[config.mk]
export PLATFORM = sky130hd
export DESIGN_NAME = array_list_engine_top_flat
export DESIGN_NICKNAME = d
export VERILOG_FILES = /design/src/sv/ale_pkg.sv /design/src/sv/ale_if.sv /design/src/sv/ale_store.sv /design/src/sv/ale_ctrl.sv /design/src/sv/array_list_engine_top.sv /design/src/flat_wrapper.sv
export SDC_FILE = /design/constraint.sdc
export NUM_CORES = 1
export LEC_CHECK = 0
export BUFFER_PORTS_ARGS = -buffer_cell sky130_fd_sc_hd__buf_2
export CAP_MARGIN = 20
export CELL_PAD_IN_SITES_DETAIL_PLACEMENT = 1
export CELL_PAD_IN_SITES_GLOBAL_PLACEMENT = 2
export CORE_MARGIN = 5
export CORE_UTILIZATION = 35
export CTS_CLUSTER_SIZE = 25
export DETAILED_ROUTE_END_ITERATION = 6
export PLACE_DENSITY_LB_ADDON = 0.12
export SETUP_SLACK_MARGIN = 0.4
export SLEW_MARGIN = 30
export SYNTH_ARGS = -nofsm -noshare
export SYNTH_HDL_FRONTEND = slang
export SYNTH_SLANG_ARGS = --single-unit
[constraint.sdc]
create_clock -name clk -period 6.88 [get_ports clk]
set_input_delay 1.376 -clock clk [delete_from_list [all_inputs] [get_ports clk]]
set_output_delay 1.376 -clock clk [all_outputs]
set_load 0.005 [all_outputs]
[src/sv/ale_pkg.sv]
// ----------------------------------------------------------------------------
// ale_pkg
// Shared widths, request codes, status codes and the result record of the
// array list engine.
// ----------------------------------------------------------------------------
package ale_pkg;

  // payload widths of the channels
  localparam int OP_BITS   = 4;
  localparam int POS_BITS  = 6;
  localparam int VAL_BITS  = 32;
  localparam int IDX_BITS  = 5;
  localparam int LEN_BITS  = 6;
  localparam int STAT_BITS = 2;
  localparam int CAP_BITS  = 6;

  // defaults of the top level parameters
  localparam int DEPTH_DEF     = 32;
  localparam int DATA_BITS_DEF = 32;

  // capacity after reset
  localparam logic [CAP_BITS-1:0] CAP_RESET = 6'd32;

  // request codes
  localparam logic [OP_BITS-1:0] OP_APPEND       = 4'd0;
  localparam logic [OP_BITS-1:0] OP_PREPEND      = 4'd1;
  localparam logic [OP_BITS-1:0] OP_INSERT       = 4'd2;
  localparam logic [OP_BITS-1:0] OP_DELETE_AT    = 4'd3;
  localparam logic [OP_BITS-1:0] OP_REMOVE_FIRST = 4'd4;
  localparam logic [OP_BITS-1:0] OP_REMOVE_LAST  = 4'd5;
  localparam logic [OP_BITS-1:0] OP_READ_AT      = 4'd6;
  localparam logic [OP_BITS-1:0] OP_FIND_FIRST   = 4'd7;
  localparam logic [OP_BITS-1:0] OP_FIND_LAST    = 4'd8;
  localparam logic [OP_BITS-1:0] OP_CHANGE_AT    = 4'd9;
  localparam logic [OP_BITS-1:0] OP_REPLACE_ALL  = 4'd10;
  localparam logic [OP_BITS-1:0] OP_DELETE_ALL   = 4'd11;
  localparam logic [OP_BITS-1:0] OP_CLEAR        = 4'd12;
  localparam logic [OP_BITS-1:0] OP_FILL         = 4'd13;

  // status codes
  localparam logic [STAT_BITS-1:0] ST_OK    = 2'd0;
  localparam logic [STAT_BITS-1:0] ST_FULL  = 2'd1;
  localparam logic [STAT_BITS-1:0] ST_EMPTY = 2'd2;
  localparam logic [STAT_BITS-1:0] ST_BAD   = 2'd3;

  // one result item
  typedef struct packed {
    logic                 ok;
    logic [STAT_BITS-1:0] status;
    logic [VAL_BITS-1:0]  read_value;
    logic [IDX_BITS-1:0]  found_index;
    logic                 found;
    logic [LEN_BITS-1:0]  length;
    logic                 empty_res;
    logic                 full_res;
  } rsp_t;

endpackage

[src/sv/ale_if.sv]
// ----------------------------------------------------------------------------
// ale_if
// Valid/ready channels of the array list engine: request and result.
// ----------------------------------------------------------------------------

// request channel
interface ale_req_if;
  logic                          valid;
  logic                          ready;
  logic [ale_pkg::OP_BITS-1:0]   op;
  logic [ale_pkg::POS_BITS-1:0]  position;
  logic [ale_pkg::VAL_BITS-1:0]  value;
  logic [ale_pkg::VAL_BITS-1:0]  replacement;

  modport source (output valid, op, position, value, replacement, input ready);
  modport sink   (input valid, op, position, value, replacement, output ready);
endinterface

// result channel
interface ale_rsp_if;
  logic                          valid;
  logic                          ready;
  logic                          ok;
  logic [ale_pkg::STAT_BITS-1:0] status;
  logic [ale_pkg::VAL_BITS-1:0]  read_value;
  logic [ale_pkg::IDX_BITS-1:0]  found_index;
  logic                          found;
  logic [ale_pkg::LEN_BITS-1:0]  length;
  logic                          empty_res;
  logic                          full_res;

  modport source (output valid, ok, status, read_value, found_index, found, length,
                  empty_res, full_res, input ready);
  modport sink   (input valid, ok, status, read_value, found_index, found, length,
                  empty_res, full_res, output ready);
endinterface

[src/sv/ale_store.sv]
// ----------------------------------------------------------------------------
// ale_store
// Entry memory of the list: one write port, one read port, registered read.
// ----------------------------------------------------------------------------
module ale_store #(
  parameter int DEPTH     = ale_pkg::DEPTH_DEF,
  parameter int DATA_BITS = ale_pkg::DATA_BITS_DEF
) (
  input  logic                       clk,
  input  logic                       we,
  input  logic [$clog2(DEPTH)-1:0]   waddr,
  input  logic [DATA_BITS-1:0]       wdata,
  input  logic                       re,
  input  logic [$clog2(DEPTH)-1:0]   raddr,
  output logic [DATA_BITS-1:0]       rdata
);
  import ale_pkg::*;

  logic [DATA_BITS-1:0] mem [DEPTH];

  // write port
  always_ff @(posedge clk) begin
    if (we) begin
      mem[waddr] <= wdata;
    end
  end

  // registered read port
  always_ff @(posedge clk) begin
    if (re) begin
      rdata <= mem[raddr];
    end
  end

endmodule

[src/sv/ale_ctrl.sv]
// ----------------------------------------------------------------------------
// ale_ctrl
// Request sequencer: checks a request, walks the entry memory one entry a
// cycle through a shared compare and address unit, then forms the result.
// ----------------------------------------------------------------------------
module ale_ctrl #(
  parameter int DEPTH     = ale_pkg::DEPTH_DEF,
  parameter int DATA_BITS = ale_pkg::DATA_BITS_DEF
) (
  input  logic                           clk,
  input  logic                           rst,
  // request side
  input  logic                           req_valid,
  output logic                           req_ready,
  input  logic [ale_pkg::OP_BITS-1:0]    req_op,
  input  logic [ale_pkg::POS_BITS-1:0]   req_position,
  input  logic [ale_pkg::VAL_BITS-1:0]   req_value,
  input  logic [ale_pkg::VAL_BITS-1:0]   req_replacement,
  // configured capacity
  input  logic [ale_pkg::CAP_BITS-1:0]   cap,
  // result side
  input  logic                           rsp_free,
  output logic                           done,
  output ale_pkg::rsp_t                  result,
  // entry memory
  output logic                           mem_we,
  output logic [$clog2(DEPTH)-1:0]       mem_waddr,
  output logic [DATA_BITS-1:0]           mem_wdata,
  output logic                           mem_re,
  output logic [$clog2(DEPTH)-1:0]       mem_raddr,
  input  logic [DATA_BITS-1:0]           mem_rdata
);
  import ale_pkg::*;

  localparam int AW = $clog2(DEPTH);
  localparam int CW = $clog2(DEPTH + 1);
  localparam int PW = (CW > POS_BITS) ? CW : POS_BITS;

  typedef enum logic [3:0] {
    S_IDLE  = 4'b0001,
    S_CHECK = 4'b0010,
    S_WALK  = 4'b0100,
    S_FIN   = 4'b1000
  } state_t;

  // control registers
  state_t          state, state_next;
  logic [CW-1:0]   count, count_next;
  logic            pend, pend_next;
  // request and walk registers
  logic [OP_BITS-1:0]   op_r, op_r_next;
  logic [PW-1:0]        pos_r, pos_r_next;
  logic [DATA_BITS-1:0] key_r, key_r_next;
  logic [DATA_BITS-1:0] rep_r, rep_r_next;
  logic [CW-1:0]        rem, rem_next;
  logic [AW-1:0]        rptr, rptr_next;
  logic                 up, up_next;
  logic [AW-1:0]        pend_idx, pend_idx_next;
  logic [CW-1:0]        wptr, wptr_next;
  logic                 hit, hit_next;
  logic [AW-1:0]        fidx, fidx_next;
  logic [DATA_BITS-1:0] rd_word, rd_word_next;
  logic                 err, err_next;
  logic [STAT_BITS-1:0] err_st, err_st_next;

  // helper values
  logic [CW-1:0]                  eff_cap;
  logic [PW-1:0]                  count_p;
  logic [PW-1:0]                  tpos;
  logic                           full_now;
  logic                           empty_now;
  logic                           match;
  logic                           issue;
  logic                           is_ins;
  logic                           is_del;
  logic                           is_find;
  logic [DATA_BITS+VAL_BITS-1:0]  key_ext;
  logic [DATA_BITS+VAL_BITS-1:0]  rep_ext;
  logic signed [DATA_BITS+VAL_BITS-1:0] rd_ext;
  logic [AW+IDX_BITS-1:0]         fidx_ext;
  logic [CW+LEN_BITS-1:0]         len_ext;

  // capacity saturated to 1 .. DEPTH
  always_comb begin
    if (cap == '0) begin
      eff_cap = CW'(1);
    end else if (PW'(cap) > PW'(DEPTH)) begin
      eff_cap = CW'(DEPTH);
    end else begin
      eff_cap = CW'(cap);
    end
  end

  // request words sign-extended or cut to the stored word width
  assign key_ext = {{DATA_BITS{req_value[VAL_BITS-1]}}, req_value};
  assign rep_ext = {{DATA_BITS{req_replacement[VAL_BITS-1]}}, req_replacement};

  assign count_p   = PW'(count);
  assign full_now  = count >= eff_cap;
  assign empty_now = count == '0;
  assign is_ins    = (op_r == OP_APPEND) || (op_r == OP_PREPEND) || (op_r == OP_INSERT);
  assign is_del    = (op_r == OP_DELETE_AT) || (op_r == OP_REMOVE_FIRST) ||
                     (op_r == OP_REMOVE_LAST);
  assign is_find   = (op_r == OP_FIND_FIRST) || (op_r == OP_FIND_LAST);

  // shared compare unit
  assign match = pend && (mem_rdata == key_r);
  assign issue = (state == S_WALK) && (rem != '0);

  assign req_ready = state == S_IDLE;
  assign mem_raddr = rptr;
  assign mem_re    = issue && (op_r != OP_FILL);

  // sequencer
  always_comb begin
    state_next    = state;
    count_next    = count;
    pend_next     = 1'b0;
    op_r_next     = op_r;
    pos_r_next    = pos_r;
    key_r_next    = key_r;
    rep_r_next    = rep_r;
    rem_next      = rem;
    rptr_next     = rptr;
    up_next       = up;
    pend_idx_next = rptr;
    wptr_next     = wptr;
    hit_next      = hit;
    fidx_next     = fidx;
    rd_word_next  = rd_word;
    err_next      = err;
    err_st_next   = err_st;
    tpos          = pos_r;
    mem_we        = 1'b0;
    mem_waddr     = '0;
    mem_wdata     = key_r;
    done          = 1'b0;

    case (state)
      // take one request
      S_IDLE: begin
        if (req_valid) begin
          op_r_next  = req_op;
          pos_r_next = PW'(req_position);
          key_r_next = key_ext[DATA_BITS-1:0];
          rep_r_next = rep_ext[DATA_BITS-1:0];
          state_next = S_CHECK;
        end
      end

      // decide errors and set up the walk
      S_CHECK: begin
        err_next    = 1'b0;
        err_st_next = ST_OK;
        hit_next    = 1'b0;
        wptr_next   = '0;
        rem_next    = '0;
        rptr_next   = '0;
        up_next     = 1'b1;
        case (op_r)
          OP_APPEND, OP_PREPEND, OP_INSERT: begin
            if (op_r == OP_APPEND) begin
              tpos = count_p;
            end else if (op_r == OP_PREPEND) begin
              tpos = '0;
            end else begin
              tpos = pos_r;
            end
            pos_r_next = tpos;
            if (full_now) begin
              err_next    = 1'b1;
              err_st_next = ST_FULL;
            end else if (tpos > count_p) begin
              err_next    = 1'b1;
              err_st_next = ST_BAD;
            end else begin
              // shift up from the last entry down to the slot
              rem_next  = CW'(count_p - tpos);
              rptr_next = AW'(count - CW'(1));
              up_next   = 1'b0;
            end
          end
          OP_DELETE_AT, OP_REMOVE_FIRST, OP_REMOVE_LAST, OP_READ_AT, OP_CHANGE_AT: begin
            if (op_r == OP_REMOVE_FIRST) begin
              tpos = '0;
            end else if (op_r == OP_REMOVE_LAST) begin
              tpos = count_p - PW'(1);
            end else begin
              tpos = pos_r;
            end
            pos_r_next = tpos;
            if (empty_now) begin
              err_next    = 1'b1;
              err_st_next = ST_EMPTY;
            end else if (tpos >= count_p) begin
              err_next    = 1'b1;
              err_st_next = ST_BAD;
            end else if (op_r == OP_READ_AT) begin
              rem_next  = CW'(1);
              rptr_next = AW'(tpos);
            end else if (op_r != OP_CHANGE_AT) begin
              // shift down the entries above the slot
              rem_next  = CW'(count_p - tpos - PW'(1));
              rptr_next = AW'(tpos + PW'(1));
            end
          end
          OP_FIND_FIRST, OP_FIND_LAST, OP_REPLACE_ALL, OP_DELETE_ALL: begin
            if (empty_now) begin
              err_next    = 1'b1;
              err_st_next = ST_EMPTY;
            end else begin
              rem_next = count;
              if (op_r == OP_FIND_LAST) begin
                rptr_next = AW'(count - CW'(1));
                up_next   = 1'b0;
              end
            end
          end
          OP_CLEAR: begin
            rem_next = '0;
          end
          OP_FILL: begin
            rem_next = eff_cap;
          end
          default: begin
            err_next    = 1'b1;
            err_st_next = ST_BAD;
          end
        endcase
        state_next = err_next ? S_FIN : S_WALK;
      end

      // one entry a cycle: read ahead, act on the entry read last cycle
      S_WALK: begin
        if (issue) begin
          rem_next  = rem - CW'(1);
          rptr_next = up ? rptr + AW'(1) : rptr - AW'(1);
          pend_next = op_r != OP_FILL;
        end
        if (op_r == OP_FILL) begin
          if (issue) begin
            mem_we    = 1'b1;
            mem_waddr = rptr;
            mem_wdata = key_r;
          end
        end else if (pend) begin
          if (is_ins) begin
            mem_we    = 1'b1;
            mem_waddr = pend_idx + AW'(1);
            mem_wdata = mem_rdata;
          end else if (is_del) begin
            mem_we    = 1'b1;
            mem_waddr = pend_idx - AW'(1);
            mem_wdata = mem_rdata;
          end else if (op_r == OP_READ_AT) begin
            rd_word_next = mem_rdata;
          end else if (is_find) begin
            if (match) begin
              hit_next  = 1'b1;
              fidx_next = pend_idx;
              rem_next  = '0;
              pend_next = 1'b0;
            end
          end else if (op_r == OP_REPLACE_ALL) begin
            if (match) begin
              hit_next  = 1'b1;
              mem_we    = 1'b1;
              mem_waddr = pend_idx;
              mem_wdata = rep_r;
            end
          end else if (op_r == OP_DELETE_ALL) begin
            if (match) begin
              hit_next = 1'b1;
            end else begin
              mem_we    = 1'b1;
              mem_waddr = AW'(wptr);
              mem_wdata = mem_rdata;
              wptr_next = wptr + CW'(1);
            end
          end
        end
        if (rem == '0 && !pend) begin
          state_next = S_FIN;
        end
      end

      // final write, length update, hand over the result
      S_FIN: begin
        if (rsp_free) begin
          done       = 1'b1;
          state_next = S_IDLE;
          if (!err) begin
            if (is_ins || op_r == OP_CHANGE_AT) begin
              mem_we    = 1'b1;
              mem_waddr = AW'(pos_r);
              mem_wdata = key_r;
            end
            if (is_ins) begin
              count_next = count + CW'(1);
            end else if (is_del) begin
              count_next = count - CW'(1);
            end else if (op_r == OP_DELETE_ALL) begin
              count_next = wptr;
            end else if (op_r == OP_CLEAR) begin
              count_next = '0;
            end else if (op_r == OP_FILL) begin
              count_next = eff_cap;
            end
          end
        end
      end

      default: begin
        state_next = S_IDLE;
      end
    endcase
  end

  // result fields
  assign rd_ext   = (DATA_BITS + VAL_BITS)'($signed(rd_word));
  assign fidx_ext = (AW + IDX_BITS)'(fidx);
  assign len_ext  = (CW + LEN_BITS)'(count_next);

  always_comb begin
    result.ok          = 1'b0;
    result.status      = ST_OK;
    result.read_value  = '0;
    result.found_index = '0;
    result.found       = 1'b0;
    result.length      = len_ext[LEN_BITS-1:0];
    result.empty_res   = count_next == '0;
    result.full_res    = count_next >= eff_cap;
    if (err) begin
      result.status = err_st;
    end else if (is_find || op_r == OP_REPLACE_ALL || op_r == OP_DELETE_ALL) begin
      result.ok     = hit;
      result.status = hit ? ST_OK : ST_BAD;
      if (is_find && hit) begin
        result.found       = 1'b1;
        result.found_index = fidx_ext[IDX_BITS-1:0];
      end
    end else begin
      result.ok = 1'b1;
      if (op_r == OP_READ_AT) begin
        result.read_value = rd_ext[VAL_BITS-1:0];
      end
    end
  end

  // control state
  always_ff @(posedge clk) begin
    if (rst) begin
      state <= S_IDLE;
      count <= '0;
      pend  <= 1'b0;
    end else begin
      state <= state_next;
      count <= count_next;
      pend  <= pend_next;
    end
  end

  // request and walk payload
  always_ff @(posedge clk) begin
    op_r     <= op_r_next;
    pos_r    <= pos_r_next;
    key_r    <= key_r_next;
    rep_r    <= rep_r_next;
    rem      <= rem_next;
    rptr     <= rptr_next;
    up       <= up_next;
    pend_idx <= pend_idx_next;
    wptr     <= wptr_next;
    hit      <= hit_next;
    fidx     <= fidx_next;
    rd_word  <= rd_word_next;
    err      <= err_next;
    err_st   <= err_st_next;
  end

  // list never grows past the store
  a_count_bound: assert property (@(posedge clk) disable iff (rst)
    count <= CW'(DEPTH))
    else $error("entry count beyond store depth");

  // memory writes only while walking or finishing
  a_we_window: assert property (@(posedge clk) disable iff (rst)
    mem_we |-> (state == S_WALK || state == S_FIN))
    else $error("memory write outside walk");

  // a pending read only lives inside the walk
  a_pend_walk: assert property (@(posedge clk) disable iff (rst)
    pend |-> state == S_WALK)
    else $error("pending read outside walk");

  // a finished walk moves on to the finish step
  a_walk_exit: assert property (@(posedge clk) disable iff (rst)
    (state == S_WALK && rem == '0 && !pend) |=> state == S_FIN)
    else $error("walk did not end");

  // after a result the sequencer is idle again
  a_done_idle: assert property (@(posedge clk) disable iff (rst)
    done |=> state == S_IDLE)
    else $error("not idle after result");

endmodule

[src/sv/array_list_engine_top.sv]
// ----------------------------------------------------------------------------
// array_list_engine_top
// Packed list of signed words with request and result channels and a
// capacity register.
// ----------------------------------------------------------------------------
// One request is taken at a time and gives one result item. From acceptance
// until its result is offered, a request goes through the check step, a walk
// that handles each entry it touches, with a trailing step for the last read
// when the walk reads memory, and the finish step, which waits for the result
// register to be free. Insert, append and prepend touch the entries from the
// slot to the end, deletes the entries above the slot, finds stop at the
// match, replace_all and delete_all touch every entry, fill writes capacity
// slots; read_at touches one, change_at and clear none. A refused request
// skips the walk. The next request can be taken in the cycle after a result
// is formed. The walk handles a single entry at a time over the entry
// memory, with one read and one write port. No clearing pass is needed after
// reset; a new request is taken while the last result waits.
// ----------------------------------------------------------------------------
module array_list_engine_top #(
  parameter int DEPTH     = ale_pkg::DEPTH_DEF,
  parameter int DATA_BITS = ale_pkg::DATA_BITS_DEF
) (
  input  logic                          clk,
  input  logic                          rst,
  ale_req_if.sink                       req,
  ale_rsp_if.source                     rsp,
  input  logic                          cfg_we,
  input  logic [ale_pkg::CAP_BITS-1:0]  cfg_data
);
  import ale_pkg::*;

  localparam int AW = $clog2(DEPTH);

  logic [CAP_BITS-1:0]  cap;
  logic                 rsp_valid;
  rsp_t                 rsp_reg;
  rsp_t                 result;
  logic                 done;
  logic                 rsp_free;
  logic                 mem_we;
  logic [AW-1:0]        mem_waddr;
  logic [DATA_BITS-1:0] mem_wdata;
  logic                 mem_re;
  logic [AW-1:0]        mem_raddr;
  logic [DATA_BITS-1:0] mem_rdata;

  // capacity register
  always_ff @(posedge clk) begin
    if (rst) begin
      cap <= CAP_RESET;
    end else if (cfg_we) begin
      cap <= cfg_data;
    end
  end

  // result register
  assign rsp_free = !rsp_valid || rsp.ready;

  always_ff @(posedge clk) begin
    if (rst) begin
      rsp_valid <= 1'b0;
    end else if (done) begin
      rsp_valid <= 1'b1;
    end else if (rsp.ready) begin
      rsp_valid <= 1'b0;
    end
  end

  always_ff @(posedge clk) begin
    if (done) begin
      rsp_reg <= result;
    end
  end

  assign rsp.valid       = rsp_valid;
  assign rsp.ok          = rsp_reg.ok;
  assign rsp.status      = rsp_reg.status;
  assign rsp.read_value  = rsp_reg.read_value;
  assign rsp.found_index = rsp_reg.found_index;
  assign rsp.found       = rsp_reg.found;
  assign rsp.length      = rsp_reg.length;
  assign rsp.empty_res   = rsp_reg.empty_res;
  assign rsp.full_res    = rsp_reg.full_res;

  // sequencer
  ale_ctrl #(
    .DEPTH     (DEPTH),
    .DATA_BITS (DATA_BITS)
  ) u_ctrl (
    .clk             (clk),
    .rst             (rst),
    .req_valid       (req.valid),
    .req_ready       (req.ready),
    .req_op          (req.op),
    .req_position    (req.position),
    .req_value       (req.value),
    .req_replacement (req.replacement),
    .cap             (cap),
    .rsp_free        (rsp_free),
    .done            (done),
    .result          (result),
    .mem_we          (mem_we),
    .mem_waddr       (mem_waddr),
    .mem_wdata       (mem_wdata),
    .mem_re          (mem_re),
    .mem_raddr       (mem_raddr),
    .mem_rdata       (mem_rdata)
  );

  // entry memory
  ale_store #(
    .DEPTH     (DEPTH),
    .DATA_BITS (DATA_BITS)
  ) u_store (
    .clk   (clk),
    .we    (mem_we),
    .waddr (mem_waddr),
    .wdata (mem_wdata),
    .re    (mem_re),
    .raddr (mem_raddr),
    .rdata (mem_rdata)
  );

endmodule

[src/flat_wrapper.sv]
// flat-port wrapper written by rule: the top's interface ports become plain ports
module array_list_engine_top_flat import ale_pkg::*;
#(
  parameter int DEPTH     = ale_pkg::DEPTH_DEF,
  parameter int DATA_BITS = ale_pkg::DATA_BITS_DEF
)
  (clk, rst, cfg_we, cfg_data, req_valid, req_op, req_position, req_value, req_replacement, req_ready, rsp_valid, rsp_ok, rsp_status, rsp_read_value, rsp_found_index, rsp_found, rsp_length, rsp_empty_res, rsp_full_res, rsp_ready);
  ale_req_if req_i ();
  ale_rsp_if rsp_i ();
  input  logic clk;
  input  logic rst;
  input  logic cfg_we;
  input  logic [ale_pkg::CAP_BITS-1:0] cfg_data;
  input wire logic [$bits(req_i.valid)-1:0] req_valid;
  input wire logic [$bits(req_i.op)-1:0] req_op;
  input wire logic [$bits(req_i.position)-1:0] req_position;
  input wire logic [$bits(req_i.value)-1:0] req_value;
  input wire logic [$bits(req_i.replacement)-1:0] req_replacement;
  output wire logic [$bits(req_i.ready)-1:0] req_ready;
  output wire logic [$bits(rsp_i.valid)-1:0] rsp_valid;
  output wire logic [$bits(rsp_i.ok)-1:0] rsp_ok;
  output wire logic [$bits(rsp_i.status)-1:0] rsp_status;
  output wire logic [$bits(rsp_i.read_value)-1:0] rsp_read_value;
  output wire logic [$bits(rsp_i.found_index)-1:0] rsp_found_index;
  output wire logic [$bits(rsp_i.found)-1:0] rsp_found;
  output wire logic [$bits(rsp_i.length)-1:0] rsp_length;
  output wire logic [$bits(rsp_i.empty_res)-1:0] rsp_empty_res;
  output wire logic [$bits(rsp_i.full_res)-1:0] rsp_full_res;
  input wire logic [$bits(rsp_i.ready)-1:0] rsp_ready;
  assign req_i.valid = req_valid;
  assign req_i.op = req_op;
  assign req_i.position = req_position;
  assign req_i.value = req_value;
  assign req_i.replacement = req_replacement;
  assign req_ready = req_i.ready;
  assign rsp_valid = rsp_i.valid;
  assign rsp_ok = rsp_i.ok;
  assign rsp_status = rsp_i.status;
  assign rsp_read_value = rsp_i.read_value;
  assign rsp_found_index = rsp_i.found_index;
  assign rsp_found = rsp_i.found;
  assign rsp_length = rsp_i.length;
  assign rsp_empty_res = rsp_i.empty_res;
  assign rsp_full_res = rsp_i.full_res;
  assign rsp_i.ready = rsp_ready;
  array_list_engine_top #(.DEPTH(DEPTH), .DATA_BITS(DATA_BITS)) u_core (.clk(clk), .rst(rst), .req(req_i), .rsp(rsp_i), .cfg_we(cfg_we), .cfg_data(cfg_data));
endmodule
==> results.txt, run 1 <==
The largest net degree at the start of global routing was 110; the area added between synthesis and finish was 15.6%. STA classifies the critical path startpoint as a register. The number of cells traversed by the worst hold path was 0; the via count of the first global-routing pass was 27400. The number of placed instances, taps included, is 4486. Net switching is 23.6% of the power. edfxtp_1 is the most common cell in the netlist. Summed over all cells, the static leakage comes to 18.7 nW. The synthesized design devotes to its leading area cell type 73.2% of total area. Setup repair after global routing left no endpoint under its margin. The logs give 0.180 mV for the maximum resistive drop on vdd and 770 ps for the clock insertion delay at the later pin of the skew report. The cell occurring most often along the worst timing path was buf_4. The weighted congestion at the end of routability-driven global placement is 0.803. For the setup TNS, the log shows 0 ps. The critical path goes through buf_6, and2_0, nor3_1, buf_4, mux2_2, a222oi_1, nand3_2, a21o_1, nor4_2, buf_4. Dividing total power by cell area gives a power density of 295 nW/um2.

The library cell contributing the largest single delay on the critical path was and2_0. The run gives 0 as the number of endpoints failing setup at the final stage. In this run the critical register-to-register path is launched from u_core.u_ctrl.op_r[0]$_DFFE_PP_. Counting every instance in the synthesized netlist gives 2495. After clock tree synthesis, the repair step resized 0 gates. After clock tree synthesis, the clock-pin slew on the worst setup and hold paths is 60 ps. The number of cell instances on the worst register-to-register path works out to 10. Synthesis instantiated 82 different standard cells from the library. For the TritonCTS sink count, the log shows 1261.

The synthesized design contains 1238 enable-type register cells. The first TritonRoute pass finished after 5 iterations. The synthesis-stage register bit count was 1261; the width of the die was 391 um. Summed over all layers, the global routing overflow is 0.

The first global-routing pass estimated 213 mm of wire. Summing over every cut layer, the via total after detailed routing is 25900. The number of failing hold endpoints at the final stage was 0; the mean post-synth cell area was 20.4 um2. Fraction of the cycle the final worst path needs: 75.6%. The critical path class was register to register.

The fmax was 0.192 GHz. For the total of warnings raised by yosys, the log shows 0. Sorting the synthesized cells by how often they occur yields 1238 x edfxtp_1, 320 x mux4_2, 91 x clkbuf_1, 65 x nand2_1, 62 x and2_1. The footprint of the multi-input gates is 12800 um2, and the die area is 153000 um2.

The detailed-placement wirelength estimate came out at 95.6 mm. Worst-case hold path end point: u_core.u_ctrl.rd_word[21]$_DFFE_PP_. The arrival time of data at the critical path endpoint is 5600 ps, and the final design instance area without fill is 58700 um2. In this run the most critical hold path is launched from u_core.u_store.rdata[21]$_DFFE_PP_. Post-CTS timing repair inserted 0 buffers for setup. Summing every instance area after synthesis gives 50800 um2. For this design the total switching power over the nets is 4.09 mW. The share of final-layout standard cells stronger than drive strength 1 came out at 30.1%. Buffers placed on the I/O ports in this run total 135. Subtracting the final worst setup slack from the clock period gives 5200 ps.

The logs give 7270 ps for the worst path required time and 74.1% for the sequential area share after synthesis. Max-cap violations in this run came to 0. The count of cell instances traversed by the critical path is 10. Broken down by cell family, the worst path's largest delay share belongs to simple AND/OR/NAND/NOR gates. Measured against its own limit, the worst slew margin works out to 32.3%. Cell type with the largest total area after synthesis: edfxtp_1.

The core region is 144000 um2. The actual transition at the worst max-transition pin is 1010 ps, and the post-route antenna net violation count is 0. The endpoint identified for the worst register-to-register timing path is u_core.u_store.mem[12][9]$_DFFE_PP_.

After the last flow step, the layout net total stands at 2855. The initial standard-cell utilization of the core is 35.3%, and the H-tree depth reported by CTS is 4. The die is 391 um tall. STA classifies the critical path endpoint as a register. The storage element area is 37600 um2, and the number of clock buffers inserted by TritonCTS is 141. The cell area after placement is 54300 um2, and the post-synthesis net count is 2622. The logs give 0 for the final-report max-slew violation count and 31.5 ps for the largest clock skew in the final design. The run gives 0 as the detailed-route DRC error count. Pin placement for this block handled 136 I/O pins.

Combinational logic is responsible for 8.0% of the overall power. Dividing the detail-routed via count by the number of cells gives 5.46. The utilization after layout is 40.8%. After clock tree synthesis, the flow added hold-fix buffers numbering 0. The logs give 50.8% for the sequential share of power and 139 for the number of rows in the core area.

Yosys attributes the largest share of cell area to edfxtp_1 73%, mux4_2 14%, ha_1 0.96%. TritonCTS built the clock tree. Per report_power, the clock group accounts for 41.2% of the total. CTS placed an instance of clkbuf_16 at the clock tree root. The worst hold path class is register to register. The number of inserted filler cells in the final layout was 13600. The cell internal power dissipation came out at 13.2 mW.

The run gives 4748 as the count of non-filler cells in the finished layout. Along the worst path, the maximum fanout reaches 32. The total power after layout is 17.3 mW, and the worst path buffer plus inverter count is 3. The overall routed net length is 151 mm, and the average routed wire per standard cell is 31.8 um.

For this block, the initial DRC count from the detailed router was 2309. The maximum clock path buffer count is 3. Of all flip-flops after synthesis, the portion carrying an async set or reset was 0%.

For this run, the slowest stage of the critical path takes 630 ps. The run finished with clean final reports. The tools report the initial antenna violation count as 18. The tools report the combined global-route utilization of all metal layers as 19.7%.

The predominant post-synthesis flop cell was edfxtp_1. Across all register-to-register paths, the minimum setup slack is 1680 ps.
[placed cells by master, fill, tap and decap left out, drive strengths merged, types with 8 or more instances in the layout]
cell    synthesis  final
a21o           32     32
a21oi          53     53
a221o          18     18
a31oi           8      8
a32o           18     18
and2           63     63
and3           10     10
buf            45    226
clkbuf         91    172
clkinv          0     64
dfxtp          23     23
diode           0      8
edfxtp       1238   1238
ha             39     39
inv            42     52
mux2           34     34
mux2i          11     11
mux4          320    320
nand2          65     65
nand2b         12     12
nand3          23     23
nand4          11     11
nor2           51     51
nor3           32     32
nor4           34     34
o21ai          45     45
xnor2          37     37
xor2           26     26
[through the flow]
stage / setup WS, ps / hold WS (ps)
after floorplan: 270 / 346
after global placement: 1580 / 481
after detailed placement: 1560 / 486
after CTS: 1540 / 501
after global routing: 1580 / 510
final: 1680 / 504
[registers in the layout (all words and copies together) (netlist names), 32 cells and up]
signal and cells:
u_core.u_store.rdata 32, u_core.rsp.read_value 32, u_core.u_ctrl.key_r 32, u_core.u_ctrl.rep_r 32, u_core.u_ctrl.rd_word 32, u_core.u_store.mem 1024
[worst max path at each step]
| stage | from | endpoint | slack (ps) |
|---|---|---|---|
| after floorplan | rsp_ready | u_core.u_store.mem[12][0]$_DFFE_PP_ | 270 |
| after global placement | u_core.u_ctrl.op_r[0]$_DFFE_PP_ | u_core.u_store.mem[30][15]$_DFFE_PP_ | 1580 |
| after detailed placement | rsp_ready | u_core.u_store.mem[12][16]$_DFFE_PP_ | 1560 |
| after CTS | u_core.u_ctrl.op_r[0]$_DFFE_PP_ | u_core.u_store.mem[12][8]$_DFFE_PP_ | 1540 |
| after global routing | u_core.u_ctrl.op_r[0]$_DFFE_PP_ | u_core.u_store.mem[12][3]$_DFFE_PP_ | 1580 |
| final | u_core.u_ctrl.op_r[0]$_DFFE_PP_ | u_core.u_store.mem[12][9]$_DFFE_PP_ | 1680 |
[layout make-up]
| class | count | share of cell area [%] |
|---|---|---|
| flip-flops and latches | 1261 | 64.1 |
| multi-input cells | 1056 | 21.8 |
| clock buffers | 172 | 6.28 |
| well taps | 1903 | 4.05 |
| repair buffers | 226 | 2.40 |
| clock inverters | 80 | 1.08 |
| inverters | 42 | 0.268 |
| diodes | 8 | 0.0341 |
[logic make-up (layout without fill, tap and decap cells)]
logic type	after synthesis	in the layout	share of synthesized area, %
XOR/XNOR	63	63	1.09
multiplexers	365	365	15.2
flip-flops	1261	1261	74.1
AO/OA/AOI/OAI	245	245	3.41
buffers and inverters	178	520	1.34
adder cells (fa/ha/maj)	42	42	1.08
AND/OR/NAND/NOR	341	341	3.82
other	0	8	0
[metal layers]
metal / GRT usage [%] / up-vias / part of all wire, %
li1: - / 10900 / -
met1: 29.2 / 14200 / 47
met3: 3.66 / 161 / 5.2
met5: 0 / - / 0.0086
met4: 3.84 / 2 / 1.6
met2: 30.8 / 704 / 47
[power by group through the flow]
stage	Combinational, mW	Clock, mW	Sequential, mW
final	1.38	7.13	8.79
after global placement	1.34	0	8.96
after floorplan	0.794	0	8.90
after detailed placement	1.38	0	8.96
after CTS	1.38	7.33	8.80
after global routing	1.48	7.66	8.79
No activity file was read; power rests on OpenSTA's default activity.
==> run 2: changes to the inputs <==
clock period = 5.3 ns   (was 6.88 ns; I/O delays follow)
==> results.txt, run 2 (synthesis gave the netlist of run 1 again) <==
The logs give 0 for the number of violations of the max-capacitance limit and 153000 um2 for the die area. The die height came out at 391 um. The congestion estimate from routability-driven global placement came to 0.801.

The first global-routing pass estimated 217 mm of wire. Data on the critical path is required at its endpoint by 5760 ps. The actual transition at the worst max-transition pin came out at 1000 ps.

The number of cell instances on the worst register-to-register path came out at 9. The via count of the first global-routing pass was 27900; the initial antenna violation count was 6. The clock transition at the registers of the reported paths works out to 60 ps. The run gives 0 as the final-report max-slew violation count.

The fraction of the cycle the final worst path needs was 86.9%; the initial standard-cell utilization of the core was 35.3%. The maximum clock path buffer count is 3. The type of origin of the critical path is a register.

The tools report the logic gate share of total power as 7.6%. The average routed wire per standard cell was 32.3 um. For the worst-skew pair, the clock arrives at the later sink with an insertion delay of 770 ps. The share of final-layout standard cells stronger than drive strength 1 is 31.2%.

During I/O placement, the number of pins put on the boundary was 136. VDD sags by at most 0.291 mV. The checks that failed: DRC. Critical path class: register to register. The run gives 5.30 mW as the switching power of the nets. TritonCTS built the clock tree. Per report_power, the clock group accounts for 42.0% of the total. The logs give 0 for the number of failing hold endpoints at the final stage and 96.7 mm for the detailed-placement wirelength estimate.

The average via count per standard cell came out at 5.46. The number of gates given a new drive strength after cts came out at 0. The overflow left after global routing was 0; the final hold slack was 460 ps. The cell internal power dissipation is 17.4 mW.

The run gives 0.217 GHz as the fmax. Setup repair after global routing left no endpoint under its margin. The register with the most flip-flops in the layout has 1024 of them.

The logs give 1 for the detailed-route DRC error count and 82 for the largest net degree at the start of global routing. The number of cells traversed by the worst hold path works out to 1. The tools report the number of design-rule violations left by the first detailed-router iteration as 2223. In the layout the commonest cells are 1238 x edfxtp_1, 320 x mux4_2, 144 x clkbuf_16. The final design instance area without fill was 59900 um2; the post-cts hold buffer count was 0. After clock tree synthesis, the setup repair step added 0 buffers. The width of the die was 391 um. The flow ran to the end, but the final reports show violations. The most flop-heavy register is u_core.u_store.mem. The H-tree was split into 4 levels.

The placeable core area came out at 144000 um2. The total power after layout was 22.6 mW; the final-stage net count was 2920. On the final layout, the worst clock skew is 32.8 ps. In this run, flip-flops and latches consume 50.4% of the power. The tools report the post-route antenna net violation count as 0. Net switching is 23.4% of the power. The most common cell after layout, fill and taps aside is edfxtp_1. Number of clock buffers inserted by TritonCTS: 142. The tree is rooted in a clkbuf_16. The worst pin sits at a relative slew slack of 33.2%.

The worst setup path is captured at a register. In this run the worst path has a maximum fanout of 23. The cell area after placement came out at 55400 um2. The utilization after layout came out at 41.6%. Final critical delay including setup and external delays: 4600 ps.

The TritonCTS sink count is 1261, and the number of detailed-routing iterations run before antenna repair is 7. Setup violations remaining at the end of the flow were counted as 0. The analysis attributes to cell leakage a power of 19.2 nW. In this run the power density over the cells is 378 nW/um2. Global routing used 20.3% of the available tracks across all layers.

The worst hold path class was input pin to register. Number of input and output port buffers inserted: 135. The area growth from synthesis to layout is 17.9%. The initialized floorplan defines 139 standard-cell rows.

Across all layers, the routed design uses 26300 vias. At the worst endpoint, the arrival time is 5060 ps. The final layout contains routed wiring with a total length of 156 mm.
[run 2: path summary, 6_finish.rpt]
check,slack (ps),start,end
min,460,req_value[3],u_core.u_ctrl.key_r[3]$_DFFE_PP_
min reg2reg,500,u_core.u_store.rdata[21]$_DFFE_PP_,u_core.u_ctrl.rd_word[21]$_DFFE_PP_
max reg2reg,700,u_core.u_store.rdata[29]$_DFFE_PP_,u_core.u_store.mem[16][26]$_DFFE_PP_
max,700,u_core.u_store.rdata[29]$_DFFE_PP_,u_core.u_store.mem[16][26]$_DFFE_PP_
[run 2: cell type report]
type | count | area, um2
Multi-Input combinational cell | 1056 | 12900
Sequential cell | 1261 | 37600
Clock inverter | 89 | 820
Fill cell | 13500 | 83900
Timing Repair Buffer | 290 | 2270
Antenna cell | 3 | 7.51
Tap cell | 1903 | 2380
Inverter | 42 | 158
Clock buffer | 168 | 3700
[run 2: routing by layer]
layer | wire, um | vias to the layer above | GRT usage, %
met5 | 13 | - | 0
met4 | 4800 | 2 | 6.54
met3 | 9790 | 206 | 4.47
met2 | 74600 | 862 | 32.7
met1 | 66400 | 14200 | 27.6
li1 | - | 11000 | -
[run 2: critical path, cell delays in order, from the launching register on]
cell	delay, ps
edfxtp_1	510
xnor2_1	540
nand4_1	390
or4bb_1	640
nor3_4	460
mux2_2	430
o21ai_2	630
buf_4	270
nor4_4	50
buf_4	310
[run 2: power by group through the flow]
stage                     logic [mW]  registers [mW]  clock network, mW
after floorplan                 1.03            11.6                  0
after global placement          1.69            11.6                  0
after detailed placement        1.74            11.6                  0
after CTS                       1.74            11.4               9.77
after global routing            1.85            11.4               10.2
final                           1.72            11.4               9.50
[run 2: stage by stage]
step | std cells | setup slack (ps) | setup TNS (ps)
after CTS | 4809 | 690 | 0
after global placement | 4548 | 653 | 0
after floorplan | 2495 | -95.5 | -11860
final | 4812 | 695 | 0
after global routing | 4809 | 595 | 0
after detailed placement | 4552 | 709 | 0
